<file path="src/design/lrub_pkg.sv">
// Package of the block buffer tag table: command and status codes,
// the controller states and the tag entry layout. Depends on nothing.
package lrub_pkg;

    localparam int BUFFER_SLOTS_DEF = 32;
    localparam int SLOT_W = 5;
    localparam int IDX_EXT_W = 9;
    localparam logic [7:0] COUNT_MAX = 8'd255;

    typedef enum logic [1:0] {
        CMD_ACQUIRE = 2'd0,
        CMD_RELEASE = 2'd1,
        CMD_PIN     = 2'd2,
        CMD_UNPIN   = 2'd3
    } t_cmd;

    typedef enum logic [1:0] {
        STAT_OK        = 2'd0,
        STAT_NO_FREE   = 2'd1,
        STAT_UNDERFLOW = 2'd2,
        STAT_SATURATED = 2'd3
    } t_status;

    typedef enum logic [2:0] {
        ST_CLEAR,
        ST_IDLE,
        ST_SCAN,
        ST_DECIDE,
        ST_SLOT_ISSUE,
        ST_SLOT_RD,
        ST_SWEEP,
        ST_DONE
    } t_state;

    typedef struct packed {
        logic [7:0]  device;
        logic [31:0] block_number;
        logic [7:0]  count;
        logic        valid;
    } t_entry;

endpackage

</file>
<file path="src/design/lrub_req_if.sv">
// Request channel of the block buffer tag table: valid/ready handshake
// with the command payload. Depends on nothing.
interface lrub_req_if;
    logic        valid;
    logic        ready;
    logic [1:0]  command;
    logic [7:0]  device;
    logic [31:0] block_number;
    logic [4:0]  slot;

    modport source (output valid, command, device, block_number, slot, input ready);
    modport sink (input valid, command, device, block_number, slot, output ready);
endinterface

</file>
<file path="src/design/lrub_rsp_if.sv">
// Response channel of the block buffer tag table: valid/ready handshake
// with the result payload. Depends on nothing.
interface lrub_rsp_if;
    logic       valid;
    logic       ready;
    logic [4:0] slot_out;
    logic       hit;
    logic       needs_fill;
    logic [1:0] status;

    modport source (output valid, slot_out, hit, needs_fill, status, input ready);
    modport sink (input valid, slot_out, hit, needs_fill, status, output ready);
endinterface

</file>
<file path="src/design/lru_block_buffer_table.sv">
// Top level of the block buffer tag table. Depends on lrub_pkg,
// lrub_req_if and lrub_rsp_if.
//
// Tag table of a block buffer cache with reference counts and LRU
// replacement. Each slot holds a device/block tag, a reference count, a
// valid mark and a recency rank (0 is most recent). The whole state sits in
// two synchronous memories (tag entry and rank) with registered read data.
// After reset a clearing pass writes the reset values to every slot; no
// request transaction is accepted during it. One request is processed at
// a time. An acquire walks every slot through the memory read port before
// the response is offered. A release that drops the count to zero walks
// every slot once more to age the ranks. A finished response waits in an
// output register, and the next request transaction is accepted while it
// waits.
module lru_block_buffer_table #(
    parameter int BUFFER_SLOTS = lrub_pkg::BUFFER_SLOTS_DEF
) (
    input  logic i_clk,
    input  logic i_rst_n,
    lrub_req_if.sink   i_req,
    lrub_rsp_if.source o_rsp
);

    localparam int W = $clog2(BUFFER_SLOTS);
    localparam logic [W-1:0] LAST = W'(BUFFER_SLOTS - 1);

    // Slot index to the 5 bit response field (low bits of the index).
    function automatic logic [lrub_pkg::SLOT_W-1:0] to_slot(input logic [W-1:0] idx);
        logic [lrub_pkg::IDX_EXT_W-1:0] ext;
        ext = lrub_pkg::IDX_EXT_W'(idx);
        return ext[lrub_pkg::SLOT_W-1:0];
    endfunction

    // Storage: tag entries and recency ranks share addresses.
    lrub_pkg::t_entry mem_tag [BUFFER_SLOTS];
    logic [W-1:0]     mem_rank [BUFFER_SLOTS];

    logic             mem_we;
    logic [W-1:0]     mem_wa;
    lrub_pkg::t_entry mem_wtag;
    logic [W-1:0]     mem_wrank;
    logic [W-1:0]     mem_ra;
    lrub_pkg::t_entry r_rd_tag;
    logic [W-1:0]     r_rd_rank;

    always_ff @(posedge i_clk) begin
        if (mem_we) begin
            mem_tag[mem_wa]  <= mem_wtag;
            mem_rank[mem_wa] <= mem_wrank;
        end
        r_rd_tag  <= mem_tag[mem_ra];
        r_rd_rank <= mem_rank[mem_ra];
    end

    // Control state.
    lrub_pkg::t_state r_state, n_state;
    logic [W-1:0]     r_idx, n_idx;
    logic             r_issue, n_issue;
    logic             r_rd_vld, n_rd_vld;
    logic [W-1:0]     r_rd_idx, n_rd_idx;
    logic             r_ov, n_ov;

    // Request and working registers (no reset needed).
    lrub_pkg::t_cmd   r_cmd, n_cmd;
    logic [7:0]       r_dev, n_dev;
    logic [31:0]      r_blk, n_blk;
    logic [lrub_pkg::SLOT_W-1:0] r_slot, n_slot;
    logic [W-1:0]     r_sidx, n_sidx;
    logic [W-1:0]     r_srank, n_srank;
    logic             r_hfound, n_hfound;
    logic [W-1:0]     r_hidx, n_hidx;
    logic [W-1:0]     r_hrank, n_hrank;
    logic [7:0]       r_hcnt, n_hcnt;
    logic             r_hval, n_hval;
    logic             r_ffound, n_ffound;
    logic [W-1:0]     r_fidx, n_fidx;
    logic [W-1:0]     r_frank, n_frank;
    logic [lrub_pkg::SLOT_W-1:0] r_res_slot, n_res_slot;
    logic             r_res_hit, n_res_hit;
    logic             r_res_nf, n_res_nf;
    lrub_pkg::t_status r_res_st, n_res_st;
    logic [lrub_pkg::SLOT_W-1:0] r_o_slot, n_o_slot;
    logic             r_o_hit, n_o_hit;
    logic             r_o_nf, n_o_nf;
    lrub_pkg::t_status r_o_st, n_o_st;

    logic [lrub_pkg::IDX_EXT_W-1:0] slot_ext;
    logic in_range;
    logic tag_match;

    assign slot_ext  = lrub_pkg::IDX_EXT_W'(i_req.slot);
    assign in_range  = slot_ext < lrub_pkg::IDX_EXT_W'(BUFFER_SLOTS);
    assign tag_match = (r_rd_tag.device == r_dev) && (r_rd_tag.block_number == r_blk);

    assign i_req.ready      = (r_state == lrub_pkg::ST_IDLE);
    assign o_rsp.valid      = r_ov;
    assign o_rsp.slot_out   = r_o_slot;
    assign o_rsp.hit        = r_o_hit;
    assign o_rsp.needs_fill = r_o_nf;
    assign o_rsp.status     = r_o_st;

    always_ff @(posedge i_clk) begin
        if (!i_rst_n) begin
            r_state  <= lrub_pkg::ST_CLEAR;
            r_idx    <= '0;
            r_issue  <= 1'b0;
            r_rd_vld <= 1'b0;
            r_ov     <= 1'b0;
        end else begin
            r_state  <= n_state;
            r_idx    <= n_idx;
            r_issue  <= n_issue;
            r_rd_vld <= n_rd_vld;
            r_ov     <= n_ov;
        end
    end

    always_ff @(posedge i_clk) begin
        r_rd_idx   <= n_rd_idx;
        r_cmd      <= n_cmd;
        r_dev      <= n_dev;
        r_blk      <= n_blk;
        r_slot     <= n_slot;
        r_sidx     <= n_sidx;
        r_srank    <= n_srank;
        r_hfound   <= n_hfound;
        r_hidx     <= n_hidx;
        r_hrank    <= n_hrank;
        r_hcnt     <= n_hcnt;
        r_hval     <= n_hval;
        r_ffound   <= n_ffound;
        r_fidx     <= n_fidx;
        r_frank    <= n_frank;
        r_res_slot <= n_res_slot;
        r_res_hit  <= n_res_hit;
        r_res_nf   <= n_res_nf;
        r_res_st   <= n_res_st;
        r_o_slot   <= n_o_slot;
        r_o_hit    <= n_o_hit;
        r_o_nf     <= n_o_nf;
        r_o_st     <= n_o_st;
    end

    always_comb begin
        n_state    = r_state;
        n_idx      = r_idx;
        n_issue    = r_issue;
        n_rd_vld   = 1'b0;
        n_rd_idx   = r_idx;
        n_cmd      = r_cmd;
        n_dev      = r_dev;
        n_blk      = r_blk;
        n_slot     = r_slot;
        n_sidx     = r_sidx;
        n_srank    = r_srank;
        n_hfound   = r_hfound;
        n_hidx     = r_hidx;
        n_hrank    = r_hrank;
        n_hcnt     = r_hcnt;
        n_hval     = r_hval;
        n_ffound   = r_ffound;
        n_fidx     = r_fidx;
        n_frank    = r_frank;
        n_res_slot = r_res_slot;
        n_res_hit  = r_res_hit;
        n_res_nf   = r_res_nf;
        n_res_st   = r_res_st;
        n_o_slot   = r_o_slot;
        n_o_hit    = r_o_hit;
        n_o_nf     = r_o_nf;
        n_o_st     = r_o_st;
        n_ov       = r_ov && !o_rsp.ready;

        mem_we    = 1'b0;
        mem_wa    = r_rd_idx;
        mem_wtag  = r_rd_tag;
        mem_wrank = r_rd_rank;
        mem_ra    = r_idx;

        case (r_state)
            lrub_pkg::ST_CLEAR: begin
                // Write the reset values, one slot a cycle.
                mem_we    = 1'b1;
                mem_wa    = r_idx;
                mem_wtag  = '0;
                mem_wrank = LAST - r_idx;
                if (r_idx == LAST) begin
                    n_idx   = '0;
                    n_state = lrub_pkg::ST_IDLE;
                end else begin
                    n_idx = r_idx + 1'b1;
                end
            end
            lrub_pkg::ST_IDLE: begin
                if (i_req.valid) begin
                    n_cmd      = lrub_pkg::t_cmd'(i_req.command);
                    n_dev      = i_req.device;
                    n_blk      = i_req.block_number;
                    n_slot     = i_req.slot;
                    n_sidx     = slot_ext[W-1:0];
                    n_hfound   = 1'b0;
                    n_ffound   = 1'b0;
                    n_idx      = '0;
                    n_res_slot = i_req.slot;
                    n_res_hit  = 1'b0;
                    n_res_nf   = 1'b0;
                    n_res_st   = lrub_pkg::STAT_OK;
                    if (lrub_pkg::t_cmd'(i_req.command) == lrub_pkg::CMD_ACQUIRE) begin
                        n_issue = 1'b1;
                        n_state = lrub_pkg::ST_SCAN;
                    end else if (in_range) begin
                        n_state = lrub_pkg::ST_SLOT_ISSUE;
                    end else begin
                        // An index beyond the table is answered as is.
                        n_state = lrub_pkg::ST_DONE;
                    end
                end
            end
            lrub_pkg::ST_SCAN: begin
                // Issue one read a cycle; judge the data that comes back.
                if (r_issue) begin
                    n_rd_vld = 1'b1;
                    if (r_idx == LAST) begin
                        n_issue = 1'b0;
                    end else begin
                        n_idx = r_idx + 1'b1;
                    end
                end
                if (r_rd_vld) begin
                    if (tag_match && (!r_hfound || r_rd_rank < r_hrank)) begin
                        n_hfound = 1'b1;
                        n_hidx   = r_rd_idx;
                        n_hrank  = r_rd_rank;
                        n_hcnt   = r_rd_tag.count;
                        n_hval   = r_rd_tag.valid;
                    end
                    if ((r_rd_tag.count == 8'd0) && (!r_ffound || r_rd_rank > r_frank)) begin
                        n_ffound = 1'b1;
                        n_fidx   = r_rd_idx;
                        n_frank  = r_rd_rank;
                    end
                    if (!r_issue) begin
                        n_state = lrub_pkg::ST_DECIDE;
                    end
                end
            end
            lrub_pkg::ST_DECIDE: begin
                mem_wtag.device       = r_dev;
                mem_wtag.block_number = r_blk;
                mem_wtag.valid        = 1'b1;
                n_state               = lrub_pkg::ST_DONE;
                if (r_hfound) begin
                    n_res_slot = to_slot(r_hidx);
                    n_res_hit  = 1'b1;
                    if (r_hcnt == lrub_pkg::COUNT_MAX) begin
                        n_res_st = lrub_pkg::STAT_SATURATED;
                    end else begin
                        mem_we         = 1'b1;
                        mem_wa         = r_hidx;
                        mem_wtag.count = r_hcnt + 8'd1;
                        mem_wrank      = r_hrank;
                        n_res_nf       = !r_hval;
                    end
                end else if (r_ffound) begin
                    // Retag the least recent unreferenced slot.
                    mem_we         = 1'b1;
                    mem_wa         = r_fidx;
                    mem_wtag.count = 8'd1;
                    mem_wrank      = r_frank;
                    n_res_slot     = to_slot(r_fidx);
                    n_res_nf       = 1'b1;
                end else begin
                    n_res_slot = '0;
                    n_res_st   = lrub_pkg::STAT_NO_FREE;
                end
            end
            lrub_pkg::ST_SLOT_ISSUE: begin
                mem_ra  = r_sidx;
                n_state = lrub_pkg::ST_SLOT_RD;
            end
            lrub_pkg::ST_SLOT_RD: begin
                mem_wa  = r_sidx;
                n_state = lrub_pkg::ST_DONE;
                if (r_cmd == lrub_pkg::CMD_PIN) begin
                    if (r_rd_tag.count == lrub_pkg::COUNT_MAX) begin
                        n_res_st = lrub_pkg::STAT_SATURATED;
                    end else begin
                        mem_we         = 1'b1;
                        mem_wtag.count = r_rd_tag.count + 8'd1;
                    end
                end else if (r_rd_tag.count == 8'd0) begin
                    n_res_st = lrub_pkg::STAT_UNDERFLOW;
                end else if (r_cmd == lrub_pkg::CMD_RELEASE && r_rd_tag.count == 8'd1) begin
                    // Count reaches zero: age the newer slots in a full sweep.
                    n_srank = r_rd_rank;
                    n_idx   = '0;
                    n_issue = 1'b1;
                    n_state = lrub_pkg::ST_SWEEP;
                end else begin
                    mem_we         = 1'b1;
                    mem_wtag.count = r_rd_tag.count - 8'd1;
                end
            end
            lrub_pkg::ST_SWEEP: begin
                if (r_issue) begin
                    n_rd_vld = 1'b1;
                    if (r_idx == LAST) begin
                        n_issue = 1'b0;
                    end else begin
                        n_idx = r_idx + 1'b1;
                    end
                end
                if (r_rd_vld) begin
                    mem_we = 1'b1;
                    if (r_rd_idx == r_sidx) begin
                        mem_wtag.count = 8'd0;
                        mem_wrank      = '0;
                    end else if (r_rd_rank < r_srank) begin
                        mem_wrank = r_rd_rank + 1'b1;
                    end
                    if (!r_issue) begin
                        n_state = lrub_pkg::ST_DONE;
                    end
                end
            end
            lrub_pkg::ST_DONE: begin
                if (!r_ov || o_rsp.ready) begin
                    n_ov     = 1'b1;
                    n_o_slot = r_res_slot;
                    n_o_hit  = r_res_hit;
                    n_o_nf   = r_res_nf;
                    n_o_st   = r_res_st;
                    n_state  = lrub_pkg::ST_IDLE;
                end
            end
            default: begin
                n_state = lrub_pkg::ST_IDLE;
            end
        endcase
    end

endmodule
</file>
<file path="src/flat_wrapper.sv">
// flat-port wrapper written by rule: the top's interface ports become plain ports
module lru_block_buffer_table_flat 
#(
    parameter int BUFFER_SLOTS = lrub_pkg::BUFFER_SLOTS_DEF
)
  (i_clk, i_rst_n, i_req_valid, i_req_command, i_req_device, i_req_block_number, i_req_slot, i_req_ready, o_rsp_valid, o_rsp_slot_out, o_rsp_hit, o_rsp_needs_fill, o_rsp_status, o_rsp_ready);
  lrub_req_if i_req_i ();
  lrub_rsp_if o_rsp_i ();
  input  logic i_clk;
  input  logic i_rst_n;
  input wire logic [$bits(i_req_i.valid)-1:0] i_req_valid;
  input wire logic [$bits(i_req_i.command)-1:0] i_req_command;
  input wire logic [$bits(i_req_i.device)-1:0] i_req_device;
  input wire logic [$bits(i_req_i.block_number)-1:0] i_req_block_number;
  input wire logic [$bits(i_req_i.slot)-1:0] i_req_slot;
  output wire logic [$bits(i_req_i.ready)-1:0] i_req_ready;
  output wire logic [$bits(o_rsp_i.valid)-1:0] o_rsp_valid;
  output wire logic [$bits(o_rsp_i.slot_out)-1:0] o_rsp_slot_out;
  output wire logic [$bits(o_rsp_i.hit)-1:0] o_rsp_hit;
  output wire logic [$bits(o_rsp_i.needs_fill)-1:0] o_rsp_needs_fill;
  output wire logic [$bits(o_rsp_i.status)-1:0] o_rsp_status;
  input wire logic [$bits(o_rsp_i.ready)-1:0] o_rsp_ready;
  assign i_req_i.valid = i_req_valid;
  assign i_req_i.command = i_req_command;
  assign i_req_i.device = i_req_device;
  assign i_req_i.block_number = i_req_block_number;
  assign i_req_i.slot = i_req_slot;
  assign i_req_ready = i_req_i.ready;
  assign o_rsp_valid = o_rsp_i.valid;
  assign o_rsp_slot_out = o_rsp_i.slot_out;
  assign o_rsp_hit = o_rsp_i.hit;
  assign o_rsp_needs_fill = o_rsp_i.needs_fill;
  assign o_rsp_status = o_rsp_i.status;
  assign o_rsp_i.ready = o_rsp_ready;
  lru_block_buffer_table #(.BUFFER_SLOTS(BUFFER_SLOTS)) u_core (.i_clk(i_clk), .i_rst_n(i_rst_n), .i_req(i_req_i), .o_rsp(o_rsp_i));
endmodule
</file>
<file path="config.mk">
export PLATFORM = sky130hd
export DESIGN_NAME = lru_block_buffer_table_flat
export DESIGN_NICKNAME = d
export VERILOG_FILES = /design/src/design/lrub_pkg.sv /design/src/design/lrub_req_if.sv /design/src/design/lrub_rsp_if.sv /design/src/design/lru_block_buffer_table.sv /design/src/flat_wrapper.sv
export SDC_FILE = /design/constraint.sdc
export NUM_CORES = 2
export LEC_CHECK = 0
export ABC_AREA = 0
export BUFFER_PORTS_ARGS = -buffer_cell sky130_fd_sc_hd__buf_2
export CAP_MARGIN = 10
export CELL_PAD_IN_SITES_DETAIL_PLACEMENT = 1
export CELL_PAD_IN_SITES_GLOBAL_PLACEMENT = 2
export CORE_ASPECT_RATIO = 1.2
export CORE_MARGIN = 8
export CORE_UTILIZATION = 32
export CTS_CLUSTER_DIAMETER = 60
export DETAILED_ROUTE_END_ITERATION = 10
export PLACE_DENSITY_LB_ADDON = 0.1
export SETUP_SLACK_MARGIN = 0.02
export SYNTH_ARGS = -nofsm -noshare
export SYNTH_HDL_FRONTEND = slang
export SYNTH_SLANG_ARGS = --single-unit
</file>
<file path="constraint.sdc">
create_clock -name i_clk -period 8.5 [get_ports i_clk]
set_input_delay 0.425 -clock i_clk [delete_from_list [all_inputs] [get_ports i_clk]]
set_output_delay 0.425 -clock i_clk [all_outputs]
set_load 0.1 [all_outputs]
</file>
Word level (Yosys, flattened, before mapping)
Memory sizes are Yosys's and may differ from the RTL's. A register that Yosys moved wholly into a read port is not among the register bits.
Cells that the tools add are included.
{"block": "totals", "register_bits": 117, "latchBits": 0, "mem_bits_rw": 1728, "rom_bits": 0, "inputBits": 51, "output_inout_bits": 11, "memories": 2}
{"block": "op_classes", "addsub": 6, "n_mul": 0, "div_mod_pow": 0, "n_lt_le_gt_ge": 4, "n_eq_ne": 38, "shift": 0, "muxes": 92, "n_bitwise": 2, "n_reduce_logical": 37}
{"name": "u_core.mem_tag", "depth": 32, "word_bits": 49, "read_ports": 1, "rd_clocked_by_memory_dff": 1, "wr": 1, "line": "lru_block_buffer_table.sv:35", "source": "lrub_pkg::t_entry mem_tag [BUFFER_SLOTS];"}
{"name": "u_core.mem_rank", "depth": 32, "word_bits": 5, "read_ports": 1, "rd_clocked_by_memory_dff": 1, "wr": 1, "line": "lru_block_buffer_table.sv:36", "source": "logic [W-1:0] mem_rank [BUFFER_SLOTS];"}
{"op": "$mux 5", "count": 20}
{"op": "$pmux 40 s2", "count": 1}
{"op": "$mux 8", "count": 9}
{"op": "$eq 32x32->1", "count": 1}
{"op": "$pmux 8 s4", "count": 1}
{"op": "$mux 1", "count": 30}
{"op": "$mux 3", "count": 10}
{"op": "$pmux 5 s3", "count": 2}
{"op": "$pmux 3 s8", "count": 1}
{"op": "$ne 2x1->1 const B", "count": 10}
{"op": "$pmux 5 s4", "count": 1}
{"op": "$add 8x1->8 const B", "count": 2}
{"op": "$eq 8x8->1 const B", "count": 2}
{"op": "$mux 2", "count": 8}
{"op": "$reduce_and 4->1", "count": 4}
{"op": "$reduce_and 7->1", "count": 2}
{"op": "$eq 3x3->1 const B", "count": 4}
{"op": "$ne 2x2->1 const B", "count": 6}
{"op": "$reduce_and 6->1", "count": 2}
{"op": "$add 5x1->5 const B", "count": 2}
{"op": "$lt 5x5->1", "count": 2}
{"op": "$pmux 1 s2", "count": 5}
{"op": "$pmux 5 s2", "count": 1}
{"op": "$ne 3x3->1 const B", "count": 3}
{"op": "30 further kinds", "count": 50}

Depth between registers and ports, before layout
{"block": "logic_depth", "word_depth": 8, "mapped_depth": 12}

Worst setup path before layout
OpenSTA, ideal clock, no wires.
{"block": "synth_path", "kind": "flip-flop to flip-flop", "start": "register u_core.r_hcnt[0]", "end": "memory u_core.mem_rank[12][0] (netlist bit), enable pin", "setup_ps": 532, "arrival_ps": 5818, "t_required_ps": 7968, "slack_ps": 2150, "stages_incl_launch_ff": 10, "synth_period_minus_slack_ps": 6350, "cell_sequence": "edfxtp_1 -> ha_1 -> and3_1 -> clkbuf_1 -> a31oi_1 -> o2bb2ai_1 -> a21oi_1 -> nand2_1 -> clkbuf_1 -> nor3_1"}
{"block": "synth_via", "elab_chain_cells": 6, "word_cells_on_any_way": 9, "cone_classes": "eq/ne (1); mux (8)"}
{"item": "from (decl)", "line": "lru_block_buffer_table.sv:73", "source": "logic [7:0] r_hcnt, n_hcnt;"}
{"item": "from (signal assigned)", "line": "lru_block_buffer_table.sv:129", "source": "r_hcnt <= n_hcnt;"}
{"item": "$eq 8x8->1 *", "line": "lru_block_buffer_table.sv:255", "source": "if (r_hcnt == lrub_pkg::COUNT_MAX) begin"}
{"item": "$mux 1", "line": "lru_block_buffer_table.sv:255"}
{"item": "$mux 1", "line": "lru_block_buffer_table.sv:252", "source": "if (r_hfound) begin"}
{"item": "$pmux 1 s4", "line": "lru_block_buffer_table.sv:180", "source": "case (r_state)"}
{"item": "$mux 1", "line": "lru_block_buffer_table.sv:47", "source": "if (mem_we) begin"}
{"item": "$mux 1 (not written as such)", "line": "lru_block_buffer_table.sv:49", "source": "mem_rank[mem_wa] <= mem_wrank;"}
{"item": "to (decl)", "line": "lru_block_buffer_table.sv:36"}
Mark *: on every way between the ends. The rest lies on a longest branch, timed or not.

Worst setup path after layout
{"block": "layout_path", "start": "register u_core.r_state[1]", "end": "memory u_core.mem_tag[3][5] (netlist bit), enable pin"}
{"block": "layout_via", "elab_chain_cells": 4, "word_cells_on_any_way": 8, "cone_classes": "eq/ne (3); mux (4); reduce/logical (1)"}
{"item": "from (decl)", "line": "lru_block_buffer_table.sv:56", "source": "lrub_pkg::t_state r_state, n_state;"}
{"item": "from (signal assigned)", "line": "lru_block_buffer_table.sv:104", "source": "r_state <= lrub_pkg::ST_CLEAR;"}
{"item": "from (signal assigned)", "line": "lru_block_buffer_table.sv:110", "source": "r_state <= n_state;"}
{"item": "$eq 3x3->1, or another cell as far along", "line": "lru_block_buffer_table.sv:180"}
{"item": "$pmux 1 s4", "line": "lru_block_buffer_table.sv:180"}
{"item": "$mux 1", "line": "lru_block_buffer_table.sv:47"}
{"item": "$mux 1 (not written as such)", "line": "lru_block_buffer_table.sv:48", "source": "mem_tag[mem_wa] <= mem_wtag;"}
{"item": "to (decl)", "line": "lru_block_buffer_table.sv:35"}
Several ways; a longest one is shown, not always the timed one.

==> impl_metrics.ini <==
[floorplan]
dieArea_um2 = 251000
die_h_um = 547
ios = 62
initial_core_util_pct = 32.1
core_area_um2 = 234000
std_cell_rows = 195
die_x_um = 458

[clocking]
cts_buffer_depth = 4
cts_sinks = 1899
cts_resized = 0
cts-htree-levels = 4
cts_tree = yes
postCtsSetupRepairBufs = 0
hold_buffers = 50
clk_latency_ps = 870
cts_buffers = 213
ctsRootBufferMaster = clkbuf_16
clk_pin_slew_ps = 60

[drt]
drt_iter0_drc = 3347
num_vias = 44100
wl_per_cell_um = 30.0
dr.pass1.iters = 5
ant_nets = 0
viasPerCell = 5.22
drc = 0
routed_wl_mm = 253

[finish]
final_common_cell = edfxtp_1
syn_to_final_growth_pct = 15.5
mostFrequentLayoutCells = edfxtp_1, nand2_1, mux2i_1, nand3_1, a32oi_1
final_nets = 5187
drive_gt1_share_pct = 11.9

[yosys]
synth_top_flop_cell = edfxtp_1
synthesis.area_um2 = 75200
ys_ff_latch = 1899
synth_nets = 4992
yosys_warnings = 0
syn_inst = 4920
synth_edf_count = 1829
synth_area_per_cell_um2 = 15.3
synth_cell_types = 80
yosysSeqAreaShare_pct = 74.9
synthArstFlopShare_pct = 0

[sta]
tightest_slew_ps = 1280
grt_setup_unrepaired = no
layout_min_cycle_time_ps = 4990
tns_ps = 0
clock.fmax_ghz = 0.201
finalCritPeriodShare_pct = 58.7
skew_ps = 63.5
slew_violations = 0
hold-worst-slack_ps = 172
setup_violations = 0
hold_violations = 0
relSlewSlack_pct = 14.8

[setup_path]
r2r_end = u_core.mem_tag[3][5]
worstRegToRegCells = 11
r2r_slack_ps = 3510
cp_max_fo = 37
worstSetupEndpointType = flip-flop
cp_data_required_time_ps = 8960
arrival_ps = 5440
startpoint_type = flip-flop
r2r-start = u_core.r_state[1]
path_class = reg -> reg

[pwr]
power_w = 0.0273
total_leakage_power_nw = 28.7
combPwrFrac_pct = 23.9
power_density_nw_per_um2 = 315
p_sw_w = 0.00880
vdd_drop_max_uv = 220
internal_power_w = 0.0185
pwr-share-clk_pct = 32.5
seq_power_share_pct = 43.6
switching_share_pct = 32.2

[global_routing]
grt_max_degree = 141
track_usage_pct = 19.6
overflow = 0
grt_pass1_vias = 45600
grt_pass1_wl_mm = 356
antenna_found_initial = 15

[worst_hold_path]
hold_path_startpoint = i_req_valid
whs_endpoint = u_core.r_issue
worstHoldPathCells = 5
min_path_type = in -> reg

[run_status]
run_status = finished, final reports clean

[placed_design]
dp_hpwl_mm = 144
gp_congestion = 0.773
portBuffers = 61

[job]
maxCapViolCount = 0
state kept, by name (all words and copies together) (netlist names), 8 cells and up:
name	flops
u_core.mem_tag	1568
u_core.mem_rank	160
u_core.r_rd_tag	49
u_core.r_blk	32
u_core.r_dev	8
u_core.r_hcnt	8
cells by family (layout without fill, tap and decap cells):
family                     after synthesis  count (layout)  share of synthesized area [%]
other                                    0               3                              0
and+or+nand+nor                       1513            1513                           9.13
buffers and inverters                  318             685                           2.01
xor gates and xnor gates                55              55                          0.641
muxes                                  525             525                           7.11
adders and majority gates               21              21                          0.350
AOI/OAI and AO/OA                      589             589                           5.80
DFF                                   1899            1899                           74.9
cells in the mapped netlist (all sizes together) (47+ instances only):
cell    number  area, µm²
mux2i      510       5120
nand4       66        413
a21oi      129        661
nor3        47        235
nor4        62        601
clkbuf     146        548
nand3      254       1270
buf        143        857
nor2        61        231
a32oi      223       1950
dfxtp       70       1400
edfxtp    1829      54900
o22ai       55        344
nand2      942       3540
final cells by class:
class,count,area [µm²]
diodes,3,7.51
clock buffers,275,5770
clock inverters,112,840
fillers,23700,148000
inverters,29,113
multi-input cells,2703,17700
flip-flops and latches,1899,56300
well taps,3152,3940
repair buffers,269,2140
per-stage QoR:
stage | cells | utilization (%) | cell area (µm²) | worst slack, ps
final | 8442 | 37.0 | 86800 | 3510
after global routing | 8440 | 37.0 | 86800 | 3310
after CTS | 8435 | 37.0 | 86700 | 3520
after detailed placement | 7998 | 34.0 | 79600 | 3560
after global placement | 7997 | 33.9 | 79600 | 3620
after floorplan | 4920 | - | 75200 | 2150
power by group through the flow:
stage / Sequential (W) / Clock, W / Combinational, W
after floorplan: 0.0120 / 0 / 0.00407
after global placement: 0.0121 / 0 / 0.00657
after detailed placement: 0.0121 / 0 / 0.00664
after CTS: 0.0119 / 0.00913 / 0.00668
after global routing: 0.0120 / 0.00945 / 0.00704
final: 0.0119 / 0.00888 / 0.00654
how the worst max path moves through the flow:
stage,cells past startpoint,end,startpoint
finish,11,u_core.mem_tag[3][5],u_core.r_state[1]
global route,11,u_core.mem_tag[16][45],u_core.r_state[1]
CTS,11,u_core.mem_tag[16][30],u_core.r_state[1]
detailed placement,11,u_core.mem_tag[16][39],u_core.r_state[1]
global placement,11,u_core.mem_tag[6][17],u_core.r_state[1]
floorplan,9,u_core.mem_rank[12][0],u_core.r_hcnt[0]
per-layer routing:
metal	track usage [%]	wire, µm	vias up	share of wire [%]
li1	-	-	19400	-
met1	26.2	112000	23500	44
met2	34.1	126000	886	50
met3	2.04	9130	320	3.6
met4	4.96	6210	2	2.5
met5	0	13	-	0.0051
critical path: stages (launching register included):
cell	delay, ps
dfxtp_1	310
buf_4	340
and2_1	370
nand2_1	340
clkinv_2	130
buf_4	460
a22oi_1	170
o21ai_0	200
nand2b_1	640
nor3_2	350
buf_4	580
buf_4	610
No activity file was read; power rests on OpenSTA's default activity.
